File: config.mk
export PLATFORM = sky130hd
export DESIGN_NAME = integer_to_radix_ascii_flat
export DESIGN_NICKNAME = d
export VERILOG_FILES = /design/src/sv/ita_pkg.sv /design/src/sv/ita_if.sv /design/src/sv/ita_div.sv /design/src/sv/ita_lifo.sv /design/src/sv/integer_to_radix_ascii.sv /design/src/flat_wrapper.sv
export SDC_FILE = /design/constraint.sdc
export NUM_CORES = 1
export LEC_CHECK = 0
export ABC_AREA = 1
export BUFFER_PORTS_ARGS = -buffer_cell sky130_fd_sc_hd__buf_2
export CAP_MARGIN = 20
export CORE_ASPECT_RATIO = 0.6
export CORE_MARGIN = 4
export CORE_UTILIZATION = 50
export CTS_CLUSTER_DIAMETER = 100
export DETAILED_ROUTE_END_ITERATION = 10
export GPL_TIMING_DRIVEN = 0
export PLACE_DENSITY = 0.67
export SYNTH_ARGS = -nofsm -noshare
export SYNTH_HDL_FRONTEND = slang
export SYNTH_SLANG_ARGS = --single-unit
File: constraint.sdc
create_clock -name clock -period 36.5 [get_ports clock]
set_input_delay 9.125 -clock clock [delete_from_list [all_inputs] [get_ports clock]]
set_output_delay 9.125 -clock clock [all_outputs]
set_load 0.01 [all_outputs]
File: src/sv/ita_pkg.sv
// shared constants, types and helpers for the integer to radix ascii block
// no dependencies; every other file of the block refers to this package
`timescale 1ns / 1ps

package ita_pkg;

   // default width of the converted integer
   localparam int VALUE_WIDTH_DEFAULT = 32;

   // width of the configuration registers and of the csr data
   localparam int CFG_WIDTH = 6;
   localparam int CSR_INDEX_WIDTH = 2;

   // digit width: one digit of a radix up to thirty-six
   localparam int DIGIT_WIDTH = 6;

   // register indexes on the csr channel
   localparam logic [CSR_INDEX_WIDTH-1:0] CSR_NUMBER_BASE   = 2'd0;
   localparam logic [CSR_INDEX_WIDTH-1:0] CSR_BUFFER_LENGTH = 2'd1;

   // radix limits and reset values
   localparam logic [CFG_WIDTH-1:0] BASE_MIN     = 6'd2;
   localparam logic [CFG_WIDTH-1:0] BASE_MAX     = 6'd36;
   localparam logic [CFG_WIDTH-1:0] BASE_RESET   = 6'd10;
   localparam logic [CFG_WIDTH-1:0] LENGTH_RESET = 6'd10;

   // ascii codes
   localparam logic [7:0] CHAR_MINUS = 8'h2D;
   localparam logic [7:0] CHAR_ZERO  = 8'h30;
   localparam logic [7:0] CHAR_LOWER_A = 8'h61;
   localparam logic [7:0] CHAR_NONE  = 8'h00;

   // divider status toward the controller
   typedef struct packed {
      logic done;
      logic quotient_zero;
   } div_status_type;

   // digit stack control
   typedef struct packed {
      logic push;
      logic pop;
   } lifo_ctrl_type;

   // digit value to its ascii character, 0-9 then a-z
   function automatic logic [7:0] ascii_digit(input logic [DIGIT_WIDTH-1:0] digit);
      logic [7:0] wide;
      wide = {2'b00, digit};
      if (digit < 6'd10) begin
         ascii_digit = CHAR_ZERO + wide;
      end else begin
         ascii_digit = CHAR_LOWER_A + wide - 8'd10;
      end
   endfunction

endpackage

File: src/sv/ita_if.sv
// valid/ready channel interfaces: input value, text result and csr write
// depends on ita_pkg for widths
`timescale 1ns / 1ps

interface ita_req_if #(
   parameter int VALUE_WIDTH = ita_pkg::VALUE_WIDTH_DEFAULT
);
   logic                   valid;
   logic                   ready;
   logic [VALUE_WIDTH-1:0] value;

   modport source (output valid, output value, input ready);
   modport sink   (input valid, input value, output ready);
endinterface

interface ita_rsp_if;
   logic       valid;
   logic       ready;
   logic [7:0] character;
   logic       last;
   logic       overflow;

   modport source (output valid, output character, output last, output overflow,
                   input ready);
   modport sink   (input valid, input character, input last, input overflow,
                   output ready);
endinterface

interface ita_csr_if;
   logic                                 valid;
   logic                                 ready;
   logic [ita_pkg::CSR_INDEX_WIDTH-1:0]  index;
   logic [ita_pkg::CFG_WIDTH-1:0]        data;

   modport source (output valid, output index, output data, input ready);
   modport sink   (input valid, input index, input data, output ready);
endinterface

File: src/sv/ita_div.sv
// bit-serial restoring divider: one quotient bit per cycle by a 6-bit radix
// depends on ita_pkg for the status struct and digit width
`timescale 1ns / 1ps

module ita_div #(
   parameter int VALUE_WIDTH = ita_pkg::VALUE_WIDTH_DEFAULT
) (
   input  logic                                clock,
   input  logic                                reset,
   input  logic                                start,
   input  logic [VALUE_WIDTH-1:0]              dividend,
   input  logic [ita_pkg::DIGIT_WIDTH-1:0]     divisor,
   output logic [VALUE_WIDTH-1:0]              quotient,
   output logic [ita_pkg::DIGIT_WIDTH-1:0]     remainder,
   output ita_pkg::div_status_type             status
);

   localparam int BIT_CNT_WIDTH = $clog2(VALUE_WIDTH);
   localparam int DW = ita_pkg::DIGIT_WIDTH;

   logic [VALUE_WIDTH-1:0]   quo_ff, quo_in;
   logic [DW-1:0]            rem_ff, rem_in;
   logic [BIT_CNT_WIDTH-1:0] bit_cnt_ff, bit_cnt_in;
   logic                     busy_ff, busy_in;
   logic                     done_ff, done_in;
   logic [DW:0]              partial;
   logic [DW:0]              diff;
   logic                     fits;

   // one shift-subtract step
   assign partial = {rem_ff, quo_ff[VALUE_WIDTH-1]};
   assign diff    = partial - {1'b0, divisor};
   assign fits    = partial >= {1'b0, divisor};

   always_comb begin
      quo_in     = quo_ff;
      rem_in     = rem_ff;
      bit_cnt_in = bit_cnt_ff;
      busy_in    = busy_ff;
      done_in    = 1'b0;
      if (start) begin
         quo_in     = dividend;
         rem_in     = '0;
         bit_cnt_in = '0;
         busy_in    = 1'b1;
      end else if (busy_ff) begin
         quo_in     = {quo_ff[VALUE_WIDTH-2:0], fits};
         rem_in     = fits ? diff[DW-1:0] : partial[DW-1:0];
         bit_cnt_in = bit_cnt_ff + BIT_CNT_WIDTH'(1);
         if (bit_cnt_ff == BIT_CNT_WIDTH'(VALUE_WIDTH - 1)) begin
            busy_in = 1'b0;
            done_in = 1'b1;
         end
      end
   end

   // control state
   always_ff @(posedge clock) begin
      if (reset) begin
         busy_ff <= 1'b0;
         done_ff <= 1'b0;
      end else begin
         busy_ff <= busy_in;
         done_ff <= done_in;
      end
   end

   // datapath
   always_ff @(posedge clock) begin
      quo_ff     <= quo_in;
      rem_ff     <= rem_in;
      bit_cnt_ff <= bit_cnt_in;
   end

   assign quotient             = quo_ff;
   assign remainder            = rem_ff;
   assign status.done          = done_ff;
   assign status.quotient_zero = (quo_ff == '0);

endmodule

File: src/sv/ita_lifo.sv
// digit stack as a shift line: push in at the top, pop from the top
// depends on ita_pkg for the control struct and digit width
`timescale 1ns / 1ps

module ita_lifo #(
   parameter int VALUE_WIDTH = ita_pkg::VALUE_WIDTH_DEFAULT
) (
   input  logic                            clock,
   input  ita_pkg::lifo_ctrl_type          ctrl,
   input  logic [ita_pkg::DIGIT_WIDTH-1:0] push_digit,
   output logic [ita_pkg::DIGIT_WIDTH-1:0] top_digit
);

   localparam int DW = ita_pkg::DIGIT_WIDTH;

   logic [DW-1:0] stack_ff [VALUE_WIDTH];
   logic [DW-1:0] stack_in [VALUE_WIDTH];

   // shift down on push, up on pop
   always_comb begin
      for (int i = 0; i < VALUE_WIDTH; i++) begin
         stack_in[i] = stack_ff[i];
      end
      if (ctrl.push) begin
         stack_in[0] = push_digit;
         for (int i = 1; i < VALUE_WIDTH; i++) begin
            stack_in[i] = stack_ff[i-1];
         end
      end else if (ctrl.pop) begin
         for (int i = 0; i < VALUE_WIDTH - 1; i++) begin
            stack_in[i] = stack_ff[i+1];
         end
      end
   end

   always_ff @(posedge clock) begin
      for (int i = 0; i < VALUE_WIDTH; i++) begin
         stack_ff[i] <= stack_in[i];
      end
   end

   assign top_digit = stack_ff[0];

endmodule

File: src/sv/integer_to_radix_ascii.sv
// top level: signed integer to ascii text in a configurable radix
// depends on ita_pkg, ita_if, ita_div and ita_lifo
`timescale 1ns / 1ps

// Usage
//   req_ch carries one signed integer per transfer. rsp_ch returns its text one
//   ascii character per transfer: '-' for a negative value, then the digits
//   from most significant down (0-9, a-z), last set on the final one. If the
//   text with sign does not fit buffer_length less one, or the radix is outside
//   2 to 36, a single transfer with character 0, last and overflow set is given.
//   csr_ch writes number_base (index 0) and buffer_length (index 1); it is
//   always ready and should only be written while no conversion is running.
// Sequence
//   Each digit takes one pass of the bit-serial divider over all VALUE_WIDTH
//   quotient bits, from the least significant digit up. One item is
//   converted at a time; req_ch is ready only while the converter is idle.
// Reset and stall
//   Synchronous reset sets the radix and buffer length to ten and drops any
//   item in progress. Characters leave through an output register; while the
//   receiver stalls the character is held and the converter waits.

module integer_to_radix_ascii #(
   parameter int VALUE_WIDTH = ita_pkg::VALUE_WIDTH_DEFAULT
) (
   input logic        clock,
   input logic        reset,
   ita_req_if.sink    req_ch,
   ita_rsp_if.source  rsp_ch,
   ita_csr_if.sink    csr_ch
);

   localparam int CW = ita_pkg::CFG_WIDTH;
   localparam int DW = ita_pkg::DIGIT_WIDTH;
   localparam int CNT_WIDTH = $clog2(VALUE_WIDTH + 1);
   localparam int CMP_WIDTH = ((CNT_WIDTH > CW) ? CNT_WIDTH : CW) + 1;

   typedef enum logic [5:0] {
      S_IDLE   = 6'b000001,
      S_DIV    = 6'b000010,
      S_CHECK  = 6'b000100,
      S_SIGN   = 6'b001000,
      S_DIGITS = 6'b010000,
      S_ERROR  = 6'b100000
   } state_type;

   state_type               state_ff, state_in;
   logic [CW-1:0]           number_base_ff, number_base_in;
   logic [CW-1:0]           buffer_length_ff, buffer_length_in;
   logic                    neg_ff, neg_in;
   logic [CNT_WIDTH-1:0]    ndig_ff, ndig_in;
   logic                    rsp_valid_ff, rsp_valid_in;
   logic [7:0]              rsp_char_ff, rsp_char_in;
   logic                    rsp_last_ff, rsp_last_in;
   logic                    rsp_ovf_ff, rsp_ovf_in;

   logic                    req_transfer;
   logic                    out_free;
   logic                    in_neg;
   logic [VALUE_WIDTH-1:0]  in_mag;
   logic                    base_ok;
   logic                    div_start;
   logic [VALUE_WIDTH-1:0]  div_dividend;
   logic [VALUE_WIDTH-1:0]  div_quotient;
   logic [DW-1:0]           div_remainder;
   ita_pkg::div_status_type div_status;
   ita_pkg::lifo_ctrl_type  lifo_ctrl;
   logic [DW-1:0]           top_digit;
   logic [CMP_WIDTH-1:0]    need;
   logic [CMP_WIDTH-1:0]    room;

   // handshakes
   assign req_ch.ready = (state_ff == S_IDLE);
   assign req_transfer = req_ch.valid && req_ch.ready;
   assign csr_ch.ready = 1'b1;
   assign out_free     = !rsp_valid_ff || rsp_ch.ready;

   // sign and magnitude; most negative value keeps its unsigned magnitude
   assign in_neg  = req_ch.value[VALUE_WIDTH-1];
   assign in_mag  = in_neg ? (~req_ch.value + VALUE_WIDTH'(1)) : req_ch.value;
   assign base_ok = (number_base_ff >= ita_pkg::BASE_MIN) &&
                    (number_base_ff <= ita_pkg::BASE_MAX);

   // length check operands
   assign need = CMP_WIDTH'(ndig_ff) + CMP_WIDTH'(neg_ff);
   assign room = (buffer_length_ff == '0) ? '0 :
                 (CMP_WIDTH'(buffer_length_ff) - CMP_WIDTH'(1));

   // divider feed: input magnitude first, then each quotient
   assign div_dividend = (state_ff == S_IDLE) ? in_mag : div_quotient;

   // csr writes
   always_comb begin
      number_base_in   = number_base_ff;
      buffer_length_in = buffer_length_ff;
      if (csr_ch.valid && csr_ch.ready) begin
         case (csr_ch.index)
            ita_pkg::CSR_NUMBER_BASE:   number_base_in   = csr_ch.data;
            ita_pkg::CSR_BUFFER_LENGTH: buffer_length_in = csr_ch.data;
            default: ;
         endcase
      end
   end

   // conversion sequencer
   always_comb begin
      state_in       = state_ff;
      neg_in         = neg_ff;
      ndig_in        = ndig_ff;
      div_start      = 1'b0;
      lifo_ctrl.push = 1'b0;
      lifo_ctrl.pop  = 1'b0;
      rsp_valid_in   = rsp_valid_ff && !rsp_ch.ready;
      rsp_char_in    = rsp_char_ff;
      rsp_last_in    = rsp_last_ff;
      rsp_ovf_in     = rsp_ovf_ff;
      case (state_ff)
         S_IDLE: begin
            if (req_transfer) begin
               neg_in  = in_neg;
               ndig_in = '0;
               if (base_ok) begin
                  div_start = 1'b1;
                  state_in  = S_DIV;
               end else begin
                  state_in = S_ERROR;
               end
            end
         end
         S_DIV: begin
            if (div_status.done) begin
               lifo_ctrl.push = 1'b1;
               ndig_in        = ndig_ff + CNT_WIDTH'(1);
               if (div_status.quotient_zero) begin
                  state_in = S_CHECK;
               end else begin
                  div_start = 1'b1;
               end
            end
         end
         S_CHECK: begin
            if (need > room) begin
               state_in = S_ERROR;
            end else if (neg_ff) begin
               state_in = S_SIGN;
            end else begin
               state_in = S_DIGITS;
            end
         end
         S_SIGN: begin
            if (out_free) begin
               rsp_valid_in = 1'b1;
               rsp_char_in  = ita_pkg::CHAR_MINUS;
               rsp_last_in  = 1'b0;
               rsp_ovf_in   = 1'b0;
               state_in     = S_DIGITS;
            end
         end
         S_DIGITS: begin
            if (out_free) begin
               rsp_valid_in  = 1'b1;
               rsp_char_in   = ita_pkg::ascii_digit(top_digit);
               rsp_last_in   = (ndig_ff == CNT_WIDTH'(1));
               rsp_ovf_in    = 1'b0;
               lifo_ctrl.pop = 1'b1;
               ndig_in       = ndig_ff - CNT_WIDTH'(1);
               if (ndig_ff == CNT_WIDTH'(1)) begin
                  state_in = S_IDLE;
               end
            end
         end
         S_ERROR: begin
            if (out_free) begin
               rsp_valid_in = 1'b1;
               rsp_char_in  = ita_pkg::CHAR_NONE;
               rsp_last_in  = 1'b1;
               rsp_ovf_in   = 1'b1;
               state_in     = S_IDLE;
            end
         end
         default: begin
            state_in = S_IDLE;
         end
      endcase
   end

   // control state and configuration
   always_ff @(posedge clock) begin
      if (reset) begin
         state_ff         <= S_IDLE;
         rsp_valid_ff     <= 1'b0;
         number_base_ff   <= ita_pkg::BASE_RESET;
         buffer_length_ff <= ita_pkg::LENGTH_RESET;
      end else begin
         state_ff         <= state_in;
         rsp_valid_ff     <= rsp_valid_in;
         number_base_ff   <= number_base_in;
         buffer_length_ff <= buffer_length_in;
      end
   end

   // payload registers
   always_ff @(posedge clock) begin
      neg_ff      <= neg_in;
      ndig_ff     <= ndig_in;
      rsp_char_ff <= rsp_char_in;
      rsp_last_ff <= rsp_last_in;
      rsp_ovf_ff  <= rsp_ovf_in;
   end

   // result channel
   assign rsp_ch.valid     = rsp_valid_ff;
   assign rsp_ch.character = rsp_char_ff;
   assign rsp_ch.last      = rsp_last_ff;
   assign rsp_ch.overflow  = rsp_ovf_ff;

   // bit-serial divider
   ita_div #(
      .VALUE_WIDTH (VALUE_WIDTH)
   ) u_div (
      .clock     (clock),
      .reset     (reset),
      .start     (div_start),
      .dividend  (div_dividend),
      .divisor   (number_base_ff),
      .quotient  (div_quotient),
      .remainder (div_remainder),
      .status    (div_status)
   );

   // digit stack, least significant digit pushed first
   ita_lifo #(
      .VALUE_WIDTH (VALUE_WIDTH)
   ) u_lifo (
      .clock      (clock),
      .ctrl       (lifo_ctrl),
      .push_digit (div_remainder),
      .top_digit  (top_digit)
   );

endmodule
File: src/flat_wrapper.sv
// flat-port wrapper written by rule: the top's interface ports become plain ports
module integer_to_radix_ascii_flat 
#(
   parameter int VALUE_WIDTH = ita_pkg::VALUE_WIDTH_DEFAULT
)
  (clock, reset, req_ch_valid, req_ch_value, req_ch_ready, rsp_ch_valid, rsp_ch_character, rsp_ch_last, rsp_ch_overflow, rsp_ch_ready, csr_ch_valid, csr_ch_index, csr_ch_data, csr_ch_ready);
  ita_req_if #(.VALUE_WIDTH(VALUE_WIDTH)) req_ch_i ();
  ita_rsp_if rsp_ch_i ();
  ita_csr_if csr_ch_i ();
  input logic clock;
  input logic reset;
  input wire logic [$bits(req_ch_i.valid)-1:0] req_ch_valid;
  input wire logic [$bits(req_ch_i.value)-1:0] req_ch_value;
  output wire logic [$bits(req_ch_i.ready)-1:0] req_ch_ready;
  output wire logic [$bits(rsp_ch_i.valid)-1:0] rsp_ch_valid;
  output wire logic [$bits(rsp_ch_i.character)-1:0] rsp_ch_character;
  output wire logic [$bits(rsp_ch_i.last)-1:0] rsp_ch_last;
  output wire logic [$bits(rsp_ch_i.overflow)-1:0] rsp_ch_overflow;
  input wire logic [$bits(rsp_ch_i.ready)-1:0] rsp_ch_ready;
  input wire logic [$bits(csr_ch_i.valid)-1:0] csr_ch_valid;
  input wire logic [$bits(csr_ch_i.index)-1:0] csr_ch_index;
  input wire logic [$bits(csr_ch_i.data)-1:0] csr_ch_data;
  output wire logic [$bits(csr_ch_i.ready)-1:0] csr_ch_ready;
  assign req_ch_i.valid = req_ch_valid;
  assign req_ch_i.value = req_ch_value;
  assign req_ch_ready = req_ch_i.ready;
  assign rsp_ch_valid = rsp_ch_i.valid;
  assign rsp_ch_character = rsp_ch_i.character;
  assign rsp_ch_last = rsp_ch_i.last;
  assign rsp_ch_overflow = rsp_ch_i.overflow;
  assign rsp_ch_i.ready = rsp_ch_ready;
  assign csr_ch_i.valid = csr_ch_valid;
  assign csr_ch_i.index = csr_ch_index;
  assign csr_ch_i.data = csr_ch_data;
  assign csr_ch_ready = csr_ch_i.ready;
  integer_to_radix_ascii #(.VALUE_WIDTH(VALUE_WIDTH)) u_core (.clock(clock), .reset(reset), .req_ch(req_ch_i), .rsp_ch(rsp_ch_i), .csr_ch(csr_ch_i));
endmodule
After elaboration in Yosys (flattened, before gate mapping):

Memories as Yosys holds them, arrays and structs flattened.
Index checks and enable logic that the tools add are counted.
W data, S select, Z words.

* reductions and logical operators: 24
* mux-type cells: 49
* $add $sub $neg: 10
* $lt $le $gt $ge: 5
* bitwise logic cells: 2
* equal/unequal tests: 18

Operators by type and width (count)
* $mux W186: 2
* $mux W32: 4
* $mux W6: 14
* $pmux W6 S6: 1
* $add A32 B1 Y32 const B: 1
* $logic_not A32 Y1: 1
* $mux W8: 4
* $not A32 Y32: 1
* $pmux W8 S3: 1
* $pmux W6 S3: 1
* $mux W1: 17
* $ne A2 B1 Y1 const B: 7
* $eq A6 B1 Y1 const B: 2
* $add A7 B6 Y8 const A: 1
* $reduce_and A2 Y1: 4
* $reduce_and A4 Y1: 2
* $sub A8 B4 Y8 const B: 1
* $add A6 B1 Y7: 1
* $add A6 B6 Y7 const A: 1
* $ge A7 B6 Y1: 1
* $gt A7 B7 Y1: 1
* $mux W7: 1
* $reduce_and A7 Y1: 1
* $sub A6 B1 Y7 const B: 1
* other kinds (29): 37

* word-level logic and storage cells: 123
* bits in writable memories: 192
* flip-flop bits (word level): 81
* output and inout bits: 13
* memories kept: 1

Memory list
* u_core.u_lifo.stack_ff: words 32, width 6, rd ports 32, clocked after Yosys merged registers in 0, wr ports 32, RTL line ita_lifo.sv:16 `logic [DW-1:0] stack_ff [VALUE_WIDTH];`

Longest topological paths before layout:

* word-level depth: 7
* gate-level depth with buffers: 16
* depth with buffers taken out: 16

Modules after synthesis:

A second synthesis with hierarchy kept.

* cell total of the unflattened synthesis: 1665
* area total of the unflattened synthesis: 14335.0 um^2

Modules (own cells, without submodules)
* ita_lifo: seq. area each 5765.5 um^2, area an instance 8230.4 um^2, times used 1, cells each 799
* integer_to_radix_ascii: seq. area each 890.9 um^2, area an instance 3733.6 um^2, times used 1, cells each 589
* ita_div: seq. area each 1221.2 um^2, area an instance 2371.0 um^2, times used 1, cells each 277

Worst setup path after synthesis:

No wires, ideal clock.

* kind: in2reg
* start point: input port rsp_ch_ready
* end point: memory u_core.u_lifo.stack_ff[0][0] (netlist bit), enable pin
* setup time: 0.989 ns
* slack: 13.332 ns
* arrival time: 22.180 ns
* stages on the path: 2
* path through: nor2_1 o21ai_0

RTL lines
* from (decl): RTL line flat_wrapper.sv:19 `input wire logic [$bits(rsp_ch_i.ready)-1:0] rsp_ch_ready;`
* to (decl): RTL line ita_lifo.sv:16

==> metrics.cfg <==
[outcome]
status=completed

[clock_tree]
hold_buffers=0
cts_root_buf=clkbuf_16
ctsResizeCount=0
numCtsBuffers=27
clkTransAtPathRegs_ns=0.06
cts_tree=done
cts_max_path_buffers=3
cts_sinks=273
h-tree-depth=1
post_cts_buffers=0
insertion_delay_ns=0.54

[global_routing]
antenna_found_initial=0
overflow=0
grt_pass1_vias=9481
grt_max_degree=30
grt_pass1_wl_um=48700
grt_use_total=0.200

[setup_path]
end_kind=register
worstSetupPathType=in -> reg
reg2reg_from=u_core.state_ff[1]
crit_slowest_cell=o21ai_4
r2r_setup_slack_ns=32.89
start_kind=primary input
required_ns=36.74
crit_chain=buf_2 -> nor2_1 -> o21ai_4 -> buf_12 -> buf_12 -> buf_16 -> buf_16
startpoint=rsp_ch_ready
rr_worst_depth=12
critPathMaxFanout=26
regToRegEndpoint=u_core.u_lifo.stack_ff[1][36]
worstSetupEndpoint=u_core.u_lifo.stack_ff[1][36]
crit_arrival_ns=11.00
slowest_delay_ns=0.79

[hold_path]
hp-class=reg -> reg

[sta]
setup_tns_ns=0
fmax_mhz=92.9
period_share=0.295
drv_slew=0
relSlewSlack=0.341
setup_slack_ns=25.73
max_slew.worst_pin.slew_ns=0.985
setup_viol=0
rsz0062_at_grt=false
hold_violations=0
finalCriticalPeriod_ns=10.77
skew_ns=0.0156

[logic_synthesis]
ys_seq_area_frac=0.585
synth.cell_area_um2=13500
synth_area_per_cell_um2=8.78
synth_simple_gate_area_frac=0.273
synth_top_family_by_area=simple AND/OR/NAND/NOR gates
ys_ff_latch=273
synth_nets=1608
synth_xor_area_frac=0.0182
synth_fa_ha_area_frac=0.0275
yosysWarnings=0
synthCells=1534
synth_cell_type_count=36
synth_compound_area_frac=0.0519
synthMuxAreaShare=0

[detailed_routing]
drt_iter0_drc=953
totalWireLength_um=29800
firstDrtPassIters=8
vias_per_cell=5.19
vias=10400
ant_nets=0
routedWlPerCell_um=14.8
drc=0

[pwr]
switching_share=0.298
p_switching_uw=274
intPower_uw=646
clkPwrFrac=0.312
leakagePower_uw=0.00652
power_uw=920
pwr-share-seq=0.477
p_comb_frac=0.210
power_density_nw_per_um2=60.1
peakVddDrop_v=0.0000370

[layout]
drive_gt1_frac=0.0874
final_common_cell=nand2_1
syn_to_final_growth_pct=13.8
nets=1701
antenna_cells=0
final_cell_mix=nand2_1, edfxtp_1, nor2_1
utilization=0.578

[job]
drv_cap=0

[floorplanning]
placeableCoreArea_um2=26500
die_y_um=135
ios=58
start_util=0.509
rows=46
die_w_um=220
dieArea_um2=29700

[placed_design]
hpwl_um=21500
dp_slack_ns=25.15
gp_congestion=0.903
io_buffers=56

==> state kept, by name, indices dropped and copies added, names as in the netlist <==
signal / flops
u_core.rsp_ch.overflow: 1
u_core.u_div.bit_cnt_ff: 5
u_core.state_ff: 6
u_core.neg_ff: 1
u_core.rsp_ch.last: 1
u_core.buffer_length_ff: 6
u_core.rsp_ch.valid: 1
u_core.u_div.busy_ff: 1
u_core.u_div.quotient: 32
u_core.u_lifo.stack_ff: 192
u_core.ndig_ff: 6
u_core.u_div.done_ff: 1
u_core.number_base_ff: 6
u_core.rsp_ch.character: 8
u_core.u_div.remainder: 6
==> Yosys cell counts (all sizes together) <==
library cell    n  area (um2)
nand2         703        2640
edfxtp        241        7240
nor2          111         444
o21ai          92         464
inv            90         338
nand3          63         320
clkbuf         41         154
a21oi          33         165
dfxtp          32         641
ha             28         350
xor2           21         184
buf            16        97.6
nand4          15        93.8
nor3           12        60.1
nand3b          9        67.6
xnor2           7        61.3
or2             6        37.5
o211ai          4        30.0
a2111oi         1        8.76
a211oi          1        7.51
a21o            1        7.51
and2            1        6.26
and3            1        6.26
clkinv          1        3.75
conb            1        3.75
fa              1        20.0
o21bai          1        7.51
o31ai           1        7.51
==> critical path: cells and delay by family <==
family / cells / cell delay (ns)
buffers and inverters: 5 / 0.93
AO/OA/AOI/OAI: 1 / 0.79
AND/OR/NAND/NOR: 1 / 0.12
==> worst min-delay path by stage <==
| stage | from | endpoint | slack [ns] | depth (start not counted) |
|---|---|---|---|---|
| after floorplan | u_core.u_lifo.stack_ff[1][84] | u_core.u_lifo.stack_ff[1][90] | 0.43 | 0 |
| after global placement | u_core.u_lifo.stack_ff[1][89] | u_core.u_lifo.stack_ff[1][95] | 0.43 | 0 |
| after detailed placement | u_core.u_lifo.stack_ff[1][86] | u_core.u_lifo.stack_ff[1][92] | 0.43 | 0 |
| after CTS | u_core.u_lifo.stack_ff[1][89] | u_core.u_lifo.stack_ff[1][95] | 0.46 | 0 |
| after global routing | u_core.u_lifo.stack_ff[1][86] | u_core.u_lifo.stack_ff[1][92] | 0.48 | 0 |
| final | u_core.u_lifo.stack_ff[1][89] | u_core.u_lifo.stack_ff[1][95] | 0.46 | 0 |
==> stage by stage <==
| step | area [um2] | hold slack [ns] | instances |
|---|---|---|---|
| 2_1_floorplan | 13500 | 0.427 | 1534 |
| 3_3_place_gp | 14200 | 0.431 | 1950 |
| 3_5_place_dp | 14400 | 0.432 | 1958 |
| 4_1_cts | 15300 | 0.457 | 2007 |
| 5_1_grt | 15300 | 0.483 | 2007 |
| 6_report | 15300 | 0.456 | 2007 |
==> layout make-up <==
| class | instances | area (um2) |
|---|---|---|
| well taps | 360 | 450 |
| repair buffers | 64 | 463 |
| clock inverters | 13 | 148 |
| clock buffers | 36 | 769 |
| plain buffers | 57 | 251 |
| multi-input cells | 1113 | 5010 |
| inverters | 91 | 342 |
| fillers | 2346 | 11200 |
| flip-flops and latches | 273 | 7880 |
==> cells by family (layout without fill, tap and decap cells) <==
group,after synthesis,after routing
adders and majority gates,29,29
other,1,1
xor gates and xnor gates,28,28
and+or+nand+nor,921,921
DFF,273,273
AOI/OAI and AO/OA,134,134
buffers and inverters,148,261
==> per-layer routing <==
layer,share of wire,wire [um],GRT usage
met3,0.069,2070,0.0292
met5,0,0,0
met2,0.38,11200,0.259
met4,0.013,375,0.0307
met1,0.54,16100,0.351
==> power groups by stage <==
stage               sequential (uW)  clock (uW)  combinational [uW]
detailed placement              444           0                 193
floorplan                       450           0                 135
global route                    444         306                 222
finish                          439         287                 194
CTS                             438         293                 193
global placement                465           0                 176
Power figures use the tool's default switching activity.
